$ cat src/nmea_chk_pkg.sv
// shared types, codes and lookup functions for the nmea sentence checker
package nmea_chk_pkg;

   // saturation point of the field counter
   localparam int unsigned FIELD_COUNT_LIMIT = 63;
   localparam int unsigned CNT_W = $clog2(FIELD_COUNT_LIMIT + 1);

   // width of the reported field count and the largest value it shows
   localparam int unsigned FIELD_OUT_W    = 6;
   localparam int unsigned FIELD_SHOW_MAX =
      (FIELD_COUNT_LIMIT < 63) ? FIELD_COUNT_LIMIT : 63;

   // number of characters in the unicore heading prefix
   localparam logic [3:0] UNI_PREFIX_LEN = 4'd13;

   // minimum field counts per sentence type
   localparam logic [CNT_W-1:0] NEED_GGA = CNT_W'(12);
   localparam logic [CNT_W-1:0] NEED_RMC = CNT_W'(9);
   localparam logic [CNT_W-1:0] NEED_THS = CNT_W'(3);
   localparam logic [CNT_W-1:0] NEED_HPR = CNT_W'(9);
   localparam logic [CNT_W-1:0] NEED_UNI = CNT_W'(10);

   // ascii characters
   localparam logic [7:0] CH_DOLLAR = 8'h24;
   localparam logic [7:0] CH_HASH   = 8'h23;
   localparam logic [7:0] CH_STAR   = 8'h2A;
   localparam logic [7:0] CH_COMMA  = 8'h2C;
   localparam logic [7:0] CH_SEMI   = 8'h3B;
   localparam logic [7:0] CH_SPACE  = 8'h20;

   // reject reasons
   localparam logic [2:0] RSN_OK       = 3'd0;
   localparam logic [2:0] RSN_FRAME    = 3'd1;
   localparam logic [2:0] RSN_CHECKSUM = 3'd2;
   localparam logic [2:0] RSN_TALKER   = 3'd3;
   localparam logic [2:0] RSN_HEADER   = 3'd4;
   localparam logic [2:0] RSN_FIELDS   = 3'd5;

   // sentence kinds
   localparam logic [2:0] KIND_NONE = 3'd0;
   localparam logic [2:0] KIND_GGA  = 3'd1;
   localparam logic [2:0] KIND_RMC  = 3'd2;
   localparam logic [2:0] KIND_THS  = 3'd3;
   localparam logic [2:0] KIND_HPR  = 3'd4;
   localparam logic [2:0] KIND_UNI  = 3'd5;

   // talker codes
   localparam logic [3:0] TALK_NONE = 4'd0;
   localparam logic [3:0] TALK_GP   = 4'd1;
   localparam logic [3:0] TALK_GN   = 4'd2;
   localparam logic [3:0] TALK_GL   = 4'd3;
   localparam logic [3:0] TALK_GA   = 4'd4;
   localparam logic [3:0] TALK_GB   = 4'd5;
   localparam logic [3:0] TALK_BD   = 4'd6;
   localparam logic [3:0] TALK_GQ   = 4'd7;
   localparam logic [3:0] TALK_IN   = 4'd8;
   localparam logic [3:0] TALK_UN   = 4'd9;

   // parser phase, one-hot
   typedef enum logic [13:0] {
      PH_WAIT      = 14'b00000000000001,
      PH_D_HEAD    = 14'b00000000000010,
      PH_D_BODY    = 14'b00000000000100,
      PH_D_HEX1    = 14'b00000000001000,
      PH_D_HEX2    = 14'b00000000010000,
      PH_D_OK      = 14'b00000000100000,
      PH_D_BADHEX  = 14'b00000001000000,
      PH_U_PREFIX  = 14'b00000010000000,
      PH_U_SEMI    = 14'b00000100000000,
      PH_U_PAY     = 14'b00001000000000,
      PH_U_DONE    = 14'b00010000000000,
      PH_FRAME     = 14'b00100000000000,
      PH_U_BADPFX  = 14'b01000000000000,
      PH_D_BADSUM  = 14'b10000000000000
   } phase_type;

   // hex digit value, bit 4 set for a non-hex character
   function automatic logic [4:0] hex_val(input logic [7:0] c);
      logic [4:0] v;
      if (c inside {[8'h30:8'h39]}) v = 5'(c - 8'h30);
      else if (c inside {[8'h61:8'h66]}) v = 5'(c - 8'h57);
      else if (c inside {[8'h41:8'h46]}) v = 5'(c - 8'h37);
      else v = 5'd16;
      return v;
   endfunction

   // character of "#UNIHEADINGA," at a position
   function automatic logic [7:0] uni_prefix_char(input logic [3:0] pos);
      logic [7:0] c;
      case (pos)
         4'd0:    c = 8'h23; // #
         4'd1:    c = 8'h55; // U
         4'd2:    c = 8'h4E; // N
         4'd3:    c = 8'h49; // I
         4'd4:    c = 8'h48; // H
         4'd5:    c = 8'h45; // E
         4'd6:    c = 8'h41; // A
         4'd7:    c = 8'h44; // D
         4'd8:    c = 8'h49; // I
         4'd9:    c = 8'h4E; // N
         4'd10:   c = 8'h47; // G
         4'd11:   c = 8'h41; // A
         4'd12:   c = 8'h2C; // ,
         default: c = 8'h00;
      endcase
      return c;
   endfunction

   // talker code of a two-letter prefix, none when not listed
   function automatic logic [3:0] talker_lookup(input logic [7:0] a, input logic [7:0] b);
      logic [15:0] ab;
      logic [3:0]  t;
      ab = {a, b};
      case (ab)
         16'h4750: t = TALK_GP;
         16'h474E: t = TALK_GN;
         16'h474C: t = TALK_GL;
         16'h4741: t = TALK_GA;
         16'h4742: t = TALK_GB;
         16'h4244: t = TALK_BD;
         16'h4751: t = TALK_GQ;
         16'h494E: t = TALK_IN;
         default:  t = TALK_NONE;
      endcase
      return t;
   endfunction

   // sentence kind of a three-letter type, none when not listed
   function automatic logic [2:0] kind_lookup(input logic [7:0] a, input logic [7:0] b,
                                              input logic [7:0] c);
      logic [23:0] abc;
      logic [2:0]  k;
      abc = {a, b, c};
      case (abc)
         24'h474741: k = KIND_GGA;
         24'h524D43: k = KIND_RMC;
         24'h544853: k = KIND_THS;
         24'h485052: k = KIND_HPR;
         default:    k = KIND_NONE;
      endcase
      return k;
   endfunction

   // minimum field count of a kind
   function automatic logic [CNT_W-1:0] kind_need(input logic [2:0] k);
      logic [CNT_W-1:0] n;
      case (k)
         KIND_GGA: n = NEED_GGA;
         KIND_RMC: n = NEED_RMC;
         KIND_THS: n = NEED_THS;
         KIND_HPR: n = NEED_HPR;
         KIND_UNI: n = NEED_UNI;
         default:  n = '0;
      endcase
      return n;
   endfunction

endpackage

$ cat src/nmea_sentence_checker_classifier.sv
// nmea sentence checker and classifier: byte parser with one verdict per sentence
//
// Usage: sentence bytes enter on the req stream, one byte per transaction in
// req_tdata, with req_tlast on the final byte. Leading blanks are skipped.
// '$' sentences are checked against their two-digit hex checksum and their
// talker, type and field count; "#UNIHEADINGA," sentences against their
// ';'-framed payload and field count. The transaction carrying req_tlast
// produces exactly one verdict on the rsp stream; other bytes produce none.
// Throughput: one byte per cycle while verdicts are taken. Each byte goes
// through the parser in the cycle it is accepted; the verdict lands in the
// output register, on rsp in the cycle after the last byte is accepted.
// The output register is the only buffer: while it holds a verdict that the
// receiver does not take, req_tready drops and no further byte is accepted;
// a verdict taken in the same cycle frees the register for the next one.
// Reset (synchronous, active high) returns the parser to waiting for the
// first non-blank byte and empties the output register. After each last
// byte the parser returns to that same state on its own.
module nmea_sentence_checker_classifier (
   input  logic        clock,
   input  logic        reset,
   input  logic        req_tvalid,
   output logic        req_tready,
   input  logic [7:0]  req_tdata,  // [7:0] char_byte
   input  logic        req_tlast,  // is_last
   output logic        rsp_tvalid,
   input  logic        rsp_tready,
   output logic [23:0] rsp_tdata,  // [2:0] reject_reason, [6:3] talker_code,
                                   // [7] checksum_ok, [15:8] computed_checksum,
                                   // [21:16] field_count, [23:22] zero
   output logic [2:0]  rsp_tuser   // [2:0] sentence_kind
);

   localparam int unsigned CW = nmea_chk_pkg::CNT_W;
   localparam int unsigned OW = nmea_chk_pkg::FIELD_OUT_W;
   localparam logic [CW-1:0] CNT_MAX  = CW'(nmea_chk_pkg::FIELD_COUNT_LIMIT);
   localparam logic [CW-1:0] SHOW_MAX = CW'(nmea_chk_pkg::FIELD_SHOW_MAX);

   // parser state
   nmea_chk_pkg::phase_type phase_ff, phase_in, upd_phase;
   logic [7:0]    xor_ff, xor_in, upd_xor;
   logic [3:0]    nib_ff, nib_in, upd_nib;
   logic [2:0]    hlen_ff, hlen_in, upd_hlen;
   logic [3:0]    ppos_ff, ppos_in, upd_ppos;
   logic [CW-1:0] comma_ff, comma_in, upd_comma;
   logic          seen_ff, seen_in, upd_seen;
   logic [7:0]    hdr_ff [5];
   logic          hdr_we;

   // output register
   logic          out_vld_ff, out_vld_in;
   logic [2:0]    rsn_ff, rsn_in;
   logic [2:0]    kind_ff, kind_in;
   logic [3:0]    talk_ff, talk_in;
   logic          ok_ff, ok_in;
   logic [7:0]    sum_ff, sum_in;
   logic [OW-1:0] cnt_ff, cnt_in;

   logic          acc;
   logic          acc_last;
   logic [7:0]    ch;
   logic [4:0]    hv;
   logic          blank;
   logic [CW:0]   fields_sum;
   logic [CW-1:0] fields_n;
   logic [OW-1:0] fields_show;
   logic [3:0]    talk_lk;
   logic [2:0]    kind_lk;

   assign req_tready = !out_vld_ff || rsp_tready;
   assign acc        = req_tvalid && req_tready;
   assign acc_last   = acc && req_tlast;
   assign ch         = req_tdata;
   assign hv         = nmea_chk_pkg::hex_val(ch);
   assign blank      = ch inside {nmea_chk_pkg::CH_SPACE, [8'd9:8'd13]};

   // per-byte parser update
   always_comb begin
      upd_phase = phase_ff;
      upd_xor   = xor_ff;
      upd_nib   = nib_ff;
      upd_hlen  = hlen_ff;
      upd_ppos  = ppos_ff;
      upd_comma = comma_ff;
      upd_seen  = seen_ff;
      hdr_we    = 1'b0;
      case (phase_ff)
         nmea_chk_pkg::PH_WAIT: begin
            if (!blank) begin
               if (ch == nmea_chk_pkg::CH_DOLLAR) begin
                  upd_phase = nmea_chk_pkg::PH_D_HEAD;
               end else if (ch == nmea_chk_pkg::CH_HASH) begin
                  upd_phase = nmea_chk_pkg::PH_U_PREFIX;
                  upd_ppos  = 4'd1;
               end else begin
                  upd_phase = nmea_chk_pkg::PH_FRAME;
               end
            end
         end
         nmea_chk_pkg::PH_D_HEAD, nmea_chk_pkg::PH_D_BODY: begin
            if (ch == nmea_chk_pkg::CH_STAR) begin
               upd_phase = nmea_chk_pkg::PH_D_HEX1;
            end else begin
               upd_xor  = xor_ff ^ ch;
               upd_seen = 1'b1;
               if (ch == nmea_chk_pkg::CH_COMMA) begin
                  if (comma_ff < CNT_MAX) upd_comma = comma_ff + 1'b1;
                  upd_phase = nmea_chk_pkg::PH_D_BODY;
               end else if (phase_ff == nmea_chk_pkg::PH_D_HEAD) begin
                  hdr_we = (hlen_ff < 3'd5);
                  if (hlen_ff < 3'd6) upd_hlen = hlen_ff + 1'b1;
               end
            end
         end
         nmea_chk_pkg::PH_D_HEX1: begin
            if (hv[4]) begin
               upd_phase = nmea_chk_pkg::PH_D_BADHEX;
            end else begin
               upd_nib   = hv[3:0];
               upd_phase = nmea_chk_pkg::PH_D_HEX2;
            end
         end
         nmea_chk_pkg::PH_D_HEX2: begin
            if (hv[4]) upd_phase = nmea_chk_pkg::PH_D_BADHEX;
            else if ({nib_ff, hv[3:0]} == xor_ff) upd_phase = nmea_chk_pkg::PH_D_OK;
            else upd_phase = nmea_chk_pkg::PH_D_BADSUM;
         end
         nmea_chk_pkg::PH_U_PREFIX: begin
            if (ppos_ff < nmea_chk_pkg::UNI_PREFIX_LEN &&
                ch == nmea_chk_pkg::uni_prefix_char(ppos_ff)) begin
               upd_ppos = ppos_ff + 1'b1;
               if (upd_ppos == nmea_chk_pkg::UNI_PREFIX_LEN) upd_phase = nmea_chk_pkg::PH_U_SEMI;
            end else begin
               upd_phase = nmea_chk_pkg::PH_U_BADPFX;
            end
         end
         nmea_chk_pkg::PH_U_SEMI: begin
            if (ch == nmea_chk_pkg::CH_SEMI) upd_phase = nmea_chk_pkg::PH_U_PAY;
         end
         nmea_chk_pkg::PH_U_PAY: begin
            if (ch == nmea_chk_pkg::CH_STAR) begin
               upd_phase = seen_ff ? nmea_chk_pkg::PH_U_DONE : nmea_chk_pkg::PH_FRAME;
            end else begin
               upd_seen = 1'b1;
               if (ch == nmea_chk_pkg::CH_COMMA && comma_ff < CNT_MAX)
                  upd_comma = comma_ff + 1'b1;
            end
         end
         default: begin
         end
      endcase
   end

   // fields seen so far, saturating
   assign fields_sum = {1'b0, upd_comma} + 1'b1;
   always_comb begin
      if (!upd_seen) fields_n = '0;
      else if (fields_sum > {1'b0, CNT_MAX}) fields_n = CNT_MAX;
      else fields_n = fields_sum[CW-1:0];
   end

   // reported field count, clipped to the output width
   assign fields_show = (fields_n > SHOW_MAX) ? OW'(SHOW_MAX) : OW'(fields_n);

   // header lookups, read only once all five entries are written
   assign talk_lk = nmea_chk_pkg::talker_lookup(hdr_ff[0], hdr_ff[1]);
   assign kind_lk = nmea_chk_pkg::kind_lookup(hdr_ff[2], hdr_ff[3], hdr_ff[4]);

   // verdict from the state after the last byte
   always_comb begin
      rsn_in  = nmea_chk_pkg::RSN_FRAME;
      kind_in = nmea_chk_pkg::KIND_NONE;
      talk_in = nmea_chk_pkg::TALK_NONE;
      ok_in   = 1'b0;
      sum_in  = 8'd0;
      cnt_in  = '0;
      case (upd_phase)
         nmea_chk_pkg::PH_D_HEAD, nmea_chk_pkg::PH_D_BODY, nmea_chk_pkg::PH_D_HEX1,
         nmea_chk_pkg::PH_D_HEX2, nmea_chk_pkg::PH_D_BADHEX: begin
            sum_in = upd_xor;
         end
         nmea_chk_pkg::PH_D_BADSUM: begin
            rsn_in = nmea_chk_pkg::RSN_CHECKSUM;
            sum_in = upd_xor;
         end
         nmea_chk_pkg::PH_D_OK: begin
            ok_in  = 1'b1;
            sum_in = upd_xor;
            cnt_in = fields_show;
            rsn_in = nmea_chk_pkg::RSN_HEADER;
            if (upd_seen && upd_hlen >= 3'd5) begin
               talk_in = talk_lk;
               if (talk_lk == nmea_chk_pkg::TALK_NONE) begin
                  rsn_in = nmea_chk_pkg::RSN_TALKER;
               end else if (upd_hlen == 3'd5 && kind_lk != nmea_chk_pkg::KIND_NONE) begin
                  kind_in = kind_lk;
                  rsn_in  = (fields_n < nmea_chk_pkg::kind_need(kind_lk)) ?
                            nmea_chk_pkg::RSN_FIELDS : nmea_chk_pkg::RSN_OK;
               end
            end
         end
         nmea_chk_pkg::PH_U_SEMI, nmea_chk_pkg::PH_U_PAY: begin
            kind_in = nmea_chk_pkg::KIND_UNI;
            talk_in = nmea_chk_pkg::TALK_UN;
         end
         nmea_chk_pkg::PH_U_DONE: begin
            kind_in = nmea_chk_pkg::KIND_UNI;
            talk_in = nmea_chk_pkg::TALK_UN;
            cnt_in  = fields_show;
            rsn_in  = (fields_n < nmea_chk_pkg::NEED_UNI) ?
                      nmea_chk_pkg::RSN_FIELDS : nmea_chk_pkg::RSN_OK;
         end
         nmea_chk_pkg::PH_U_BADPFX: begin
            rsn_in = nmea_chk_pkg::RSN_HEADER;
         end
         default: begin
         end
      endcase
   end

   // next state: back to waiting after a last byte
   always_comb begin
      phase_in = phase_ff;
      xor_in   = xor_ff;
      nib_in   = nib_ff;
      hlen_in  = hlen_ff;
      ppos_in  = ppos_ff;
      comma_in = comma_ff;
      seen_in  = seen_ff;
      if (acc_last) begin
         phase_in = nmea_chk_pkg::PH_WAIT;
         xor_in   = 8'd0;
         nib_in   = 4'd0;
         hlen_in  = 3'd0;
         ppos_in  = 4'd0;
         comma_in = '0;
         seen_in  = 1'b0;
      end else if (acc) begin
         phase_in = upd_phase;
         xor_in   = upd_xor;
         nib_in   = upd_nib;
         hlen_in  = upd_hlen;
         ppos_in  = upd_ppos;
         comma_in = upd_comma;
         seen_in  = upd_seen;
      end
   end

   // output valid: set by a verdict, cleared when taken
   always_comb begin
      out_vld_in = out_vld_ff;
      if (acc_last) out_vld_in = 1'b1;
      else if (rsp_tready) out_vld_in = 1'b0;
   end

   // control registers
   always_ff @(posedge clock) begin
      if (reset) begin
         phase_ff   <= nmea_chk_pkg::PH_WAIT;
         xor_ff     <= 8'd0;
         nib_ff     <= 4'd0;
         hlen_ff    <= 3'd0;
         ppos_ff    <= 4'd0;
         comma_ff   <= '0;
         seen_ff    <= 1'b0;
         out_vld_ff <= 1'b0;
      end else begin
         phase_ff   <= phase_in;
         xor_ff     <= xor_in;
         nib_ff     <= nib_in;
         hlen_ff    <= hlen_in;
         ppos_ff    <= ppos_in;
         comma_ff   <= comma_in;
         seen_ff    <= seen_in;
         out_vld_ff <= out_vld_in;
      end
   end

   // header character store, no reset
   always_ff @(posedge clock) begin
      if (acc && hdr_we) hdr_ff[hlen_ff] <= ch;
   end

   // verdict payload register
   always_ff @(posedge clock) begin
      if (acc_last) begin
         rsn_ff  <= rsn_in;
         kind_ff <= kind_in;
         talk_ff <= talk_in;
         ok_ff   <= ok_in;
         sum_ff  <= sum_in;
         cnt_ff  <= cnt_in;
      end
   end

   // result stream
   assign rsp_tvalid = out_vld_ff;
   assign rsp_tdata  = {2'b00, cnt_ff, sum_ff, ok_ff, talk_ff, rsn_ff};
   assign rsp_tuser  = kind_ff;

   // a last byte always yields a verdict on the next cycle
   a_last_gives_verdict: assert property (@(posedge clock) disable iff (reset)
      acc_last |=> rsp_tvalid)
      else $error("no verdict after last byte");

   // the parser restarts after every last byte
   a_restart_after_last: assert property (@(posedge clock) disable iff (reset)
      acc_last |=> (phase_ff == nmea_chk_pkg::PH_WAIT) && (comma_ff == '0) && !seen_ff)
      else $error("parser state not cleared after last byte");

   // an accepted dollar sentence must have passed its checksum
   a_accept_needs_sum: assert property (@(posedge clock) disable iff (reset)
      rsp_tvalid && (rsn_ff == nmea_chk_pkg::RSN_OK) && (kind_ff != nmea_chk_pkg::KIND_UNI)
      |-> ok_ff)
      else $error("dollar sentence accepted without checksum match");

   // unicore kind and talker always go together
   a_uni_pairing: assert property (@(posedge clock) disable iff (reset)
      rsp_tvalid |-> ((kind_ff == nmea_chk_pkg::KIND_UNI) == (talk_ff == nmea_chk_pkg::TALK_UN)))
      else $error("unicore kind and talker disagree");

   // a held verdict stalls the input side
   a_stall_blocks_input: assert property (@(posedge clock) disable iff (reset)
      rsp_tvalid && !rsp_tready |-> !req_tready)
      else $error("byte accepted while verdict stalled");

endmodule
$ cat config.mk
export PLATFORM = sky130hd
export DESIGN_NAME = nmea_sentence_checker_classifier
export DESIGN_NICKNAME = d
export VERILOG_FILES = /design/src/nmea_chk_pkg.sv /design/src/nmea_sentence_checker_classifier.sv
export SDC_FILE = /design/constraint.sdc
export NUM_CORES = 1
export LEC_CHECK = 0
export ABC_CLOCK_PERIOD_IN_PS = 5800
export BUFFER_PORTS_ARGS = -buffer_cell sky130_fd_sc_hd__buf_2
export CORE_MARGIN = 1.5
export CORE_UTILIZATION = 60
export DETAILED_ROUTE_END_ITERATION = 12
export PLACE_DENSITY_LB_ADDON = 0.12
export SLEW_MARGIN = 20
export SYNTH_ARGS = -nofsm -noshare
export SYNTH_HDL_FRONTEND = slang
export SYNTH_SLANG_ARGS = --single-unit
$ cat constraint.sdc
create_clock -name clock -period 5.8 [get_ports clock]
set_input_delay 1.16 -clock clock [delete_from_list [all_inputs] [get_ports clock]]
set_output_delay 1.16 -clock clock [all_outputs]
set_load 0.02 [all_outputs]
==> metrics.md <==
| Metric | Value |
|---|---|
| Status | complete, no violations |
| Mux share of post-synthesis cell area | 0.326% |
| Layout cell share with drive strength beyond 1 | approximately 15% |
| Synth Flop Type | edfxtp_1 |
| Die ar. | between 10000 and 15000 um^2 |
| Reg2reg start | phase_ff[13]$_SDFFE_PP0P_ |
| Syn Area/Cell | between 9 and 10 um^2 |
| Global route overflow | 0 |
| DR vias | 5906 |
| Ports | 42 |
| Setup violations, final | 0 |
| Synth-to-Final Area Change | 13.0% |
| Worst setup path start | req_tdata[0] |
| Sequential Power Share | 42.3% |
| Initial antenna violation count | 0 |
| Power Density | 263 nW/um^2 |
| GRT Total Usage | a little under a third |
| Worst Reg2Reg Path Length in Cells | 19 |
| WP data required | 5.96 ns |
| CORE AREA | 11000 um^2 |
| Fin cells | slightly above 900 |
| Post_cts resized | 0 |
| FFs w/ async S/R, synth | 0% |
| Power Internal | 1550 uW |
| Count leader, synth | nor2_1 |
| TritonCTS Buffers | 17 |
| Hold buffer count at cts | 0 |
| Placer Congestion | a little under 1 |
| Cells after synthesis | 736 |
| ANT cells | 0 |
| Post-Synth XOR/XNOR Area | 5.68% |
| Vias in the first global route | 5632 |
| Clk buf depth | 2 |
| Synth cell types | 91 |
| Hold WS | 0.521 ns |
| DP HPWL | between 10000 and 15000 um |
| Worst Setup Path Type | input port to flop |
| Critical Path Fanout Max | 7 |
| Largest family of logic cells by synthesized area | simple AND/OR/NAND/NOR gates |
| Routed vias/inst | 6.39 |
| Slew @ Worst Pin | just under 0.9 ns |
| Static Leak | roughly 0.0028 uW |
| Sw Pwr | 506 uW |
| Die W | 110 um |
| DRT Wirelength | 17600 um |
| Ys Warns | 0 |
| CP arrival | around 5.4 ns |
| EDFF count, synth | 65 |
| Row Count | 38 |
| Critical path endpoint | rsn_ff[0]$_DFFE_PP_ |
| Post-synthesis sequential area ratio | 42.2% |
| Slew margin rel. | 40.2% |
| Net Sw Frac | 24.7% |
| Fin area | 7790 um^2 |
| Pin count of the biggest net entering global routing | 46 |
| Cell Area, Synth | 6900 um^2 |
| Die span in y | 110 um |
| Logic gate share of total power | 8.5% |
| RSZ-0062 raised after global routing | false |
| Root Driver | clkbuf_16 |
| CTS tree | done |
| Crit end category | flop |
| Post-synth top area cell | edfxtp_1 |
| Synth Area in Adders | 3.26% |
| Initial Util | 62.5% |
| Clock power frac | 49.2% |
| FILL cells | 843 |
| Simple-Gate Fraction of Synth Area | roughly 28% |
| Commonest cells post-synth | nor2_1 (83), edfxtp_1 (65), nand2_1 (62), dfxtp_1 (48), a21oi_1 (44) |
| Clk Latency, worst-skew pair | 0.42 ns |
| Worst setup SP type | input port |
| Sink Count | 113 |
| Post-synth top area share | between 20 and 30% |
| Achievable frequency | 0.193 GHz |
| R2R Path End | rsn_ff[0]$_DFFE_PP_ |
| Final hold violations | 0 |
| Final WS setup | 0.611 ns |
| Total Nets Final | between 800 and 900 |
| Max Slew Vio Count | 0 |
| Worst IR Drop VDD | 265 uV |
| Max Cap Violations | 0 |
| Yosys reg bits | approximately 110 |
| Drt pass-1 iters | 5 |
| Final Critical Period | 5.19 ns |
| Final Cycle Share | 89.5% |
| Final ANT Viol Nets | 0 |
| Placed instance area | 7210 um^2 |
| Post-Place Setup Slack | 0.284 ns |
| Post-CTS Setup Inserts | 0 |
| Flop2flop setup slack | 0.78 ns |
| Residual DRC count | 0 |
| Initial drt markers | around 550 |
| Top cells by area, synth | edfxtp_1 (28%), dfxtp_1 (14%), nor2_1 (4.5%), nand2_1 (3.4%), ha_1 (3.3%) |
| Number of buffers added on ports | 39 |
| Setup Skew | 0.00823 ns |
| H-tree levels | 4 |
| WL/cell | 19.1 um |
| Placed cell count | 892 |
| CTS clk-pin slew, worst paths | about 0.050 ns |
| First-pass GRT wire length | 28000 um |
| Hold WC Path Type | flop to flop |
| Synth Area in Compound Gates | 17.3% |
| Final setup TNS | 0 ns |
## flip-flops by register name, summed over array words and instances, names as in the netlist, named ones only
| register | flops |
|---|---|
| cnt_ff | 6 |
| comma_ff | 6 |
| hdr_ff | 40 |
| hlen_ff | 3 |
| nib_ff | 4 |
| ok_ff | 1 |
| phase_ff | 14 |
| ppos_ff | 4 |
| rsn_ff | 3 |
| rsp_tuser | 3 |
| rsp_tvalid | 1 |
| seen_ff | 1 |
| sum_ff | 8 |
| talk_ff | 4 |
| xor_ff | 8 |
## worst max-delay path, stage by stage
cell,delay (ns)
buf_2,0.11
inv_1,0.14
ha_1,0.23
and3b_1,0.24
nand4_1,0.13
nor2_1,0.21
nand2_1,0.11
mux2_2,0.27
ha_1,0.22
nand2_1,0.07
o2bb2ai_1,0.31
nand3_1,0.24
a21oi_1,0.30
ha_1,0.24
o21a_1,0.13
o21ai_0,0.06
nand2b_1,0.11
a2111oi_0,0.10
a311oi_1,0.35
nor3_1,0.08
o2111a_1,0.23
a311o_1,0.31
## per-stage QoR
step                      util [%]  total power (uW)
final                         70.7              2050
after global routing          70.7              2120
after CTS                     70.5              2060
after detailed placement      65.4              1060
after global placement        65.4              1050
after floorplan                  -              1010
## worst min path at each step
stage | start | end | slack (ns) | cells past startpoint
after CTS | nib_ff[0]$_SDFFE_PP0P_ | nib_ff[0]$_SDFFE_PP0P_ | 0.52 | 2
final | nib_ff[0]$_SDFFE_PP0P_ | nib_ff[0]$_SDFFE_PP0P_ | 0.52 | 2
after global placement | nib_ff[0]$_SDFFE_PP0P_ | nib_ff[0]$_SDFFE_PP0P_ | 0.49 | 2
after global routing | nib_ff[0]$_SDFFE_PP0P_ | nib_ff[0]$_SDFFE_PP0P_ | 0.55 | 2
after detailed placement | nib_ff[0]$_SDFFE_PP0P_ | nib_ff[0]$_SDFFE_PP0P_ | 0.51 | 2
after floorplan | nib_ff[0]$_SDFFE_PP0P_ | nib_ff[0]$_SDFFE_PP0P_ | 0.47 | 2
## area by class of cell
| type | count | area, um^2 | area share [%] |
|---|---|---|---|
| Clock buffer | 19 | 433 | 5.55 |
| Multi-Input combinational cell | 564 | 3760 | 48.2 |
| Timing Repair Buffer | 52 | 293 | 3.76 |
| Clock inverter | 13 | 136 | 1.75 |
| Inverter | 23 | 86.3 | 1.11 |
| Tap cell | 140 | 175 | 2.25 |
| Sequential cell | 113 | 2910 | 37.4 |
## logic make-up (layout without fill, tap and decap cells)
kind of cell | Yosys count | in the layout
xor+xnor | 43 | 43
flops | 113 | 113
other cells | 1 | 2
buf+inv | 60 | 107
compound gates | 165 | 165
mux | 2 | 2
simple gates | 334 | 334
fa+ha+maj | 18 | 18
## layer usage
metal  track usage [%]  part of all wire (%)  vias to the layer above
li1                  -                     -                     2827
met1              37.7                    41                     2772
met2              52.5                    48                      261
met3              6.11                   7.5                       46
met4              15.7                   3.7                        0
met5                 0                     0                        -
## cell usage in the layout, fill, tap and decap left out, types with 15 or more instances in the layout
cell	n
dfxtp_1	48
o21ai_0	20
buf_2	39
edfxtp_1	65
ha_1	18
clkbuf_16	17
inv_1	23
a21oi_1	44
xor2_1	24
xnor2_1	18
nor4_1	17
nor2_1	83
nand3_1	21
nor3_1	19
nand2_1	62
nor2b_1	15
## power by group through the flow
stage | registers, uW | logic, uW | clock network (uW)
4_1_cts | 869 | 173 | 1020
3_5_place_dp | 885 | 172 | 0
6_report | 869 | 174 | 1010
5_1_grt | 870 | 190 | 1060
2_1_floorplan | 890 | 116 | 0
3_3_place_gp | 885 | 170 | 0
Note: power is estimated with default switching activity, not from simulation.
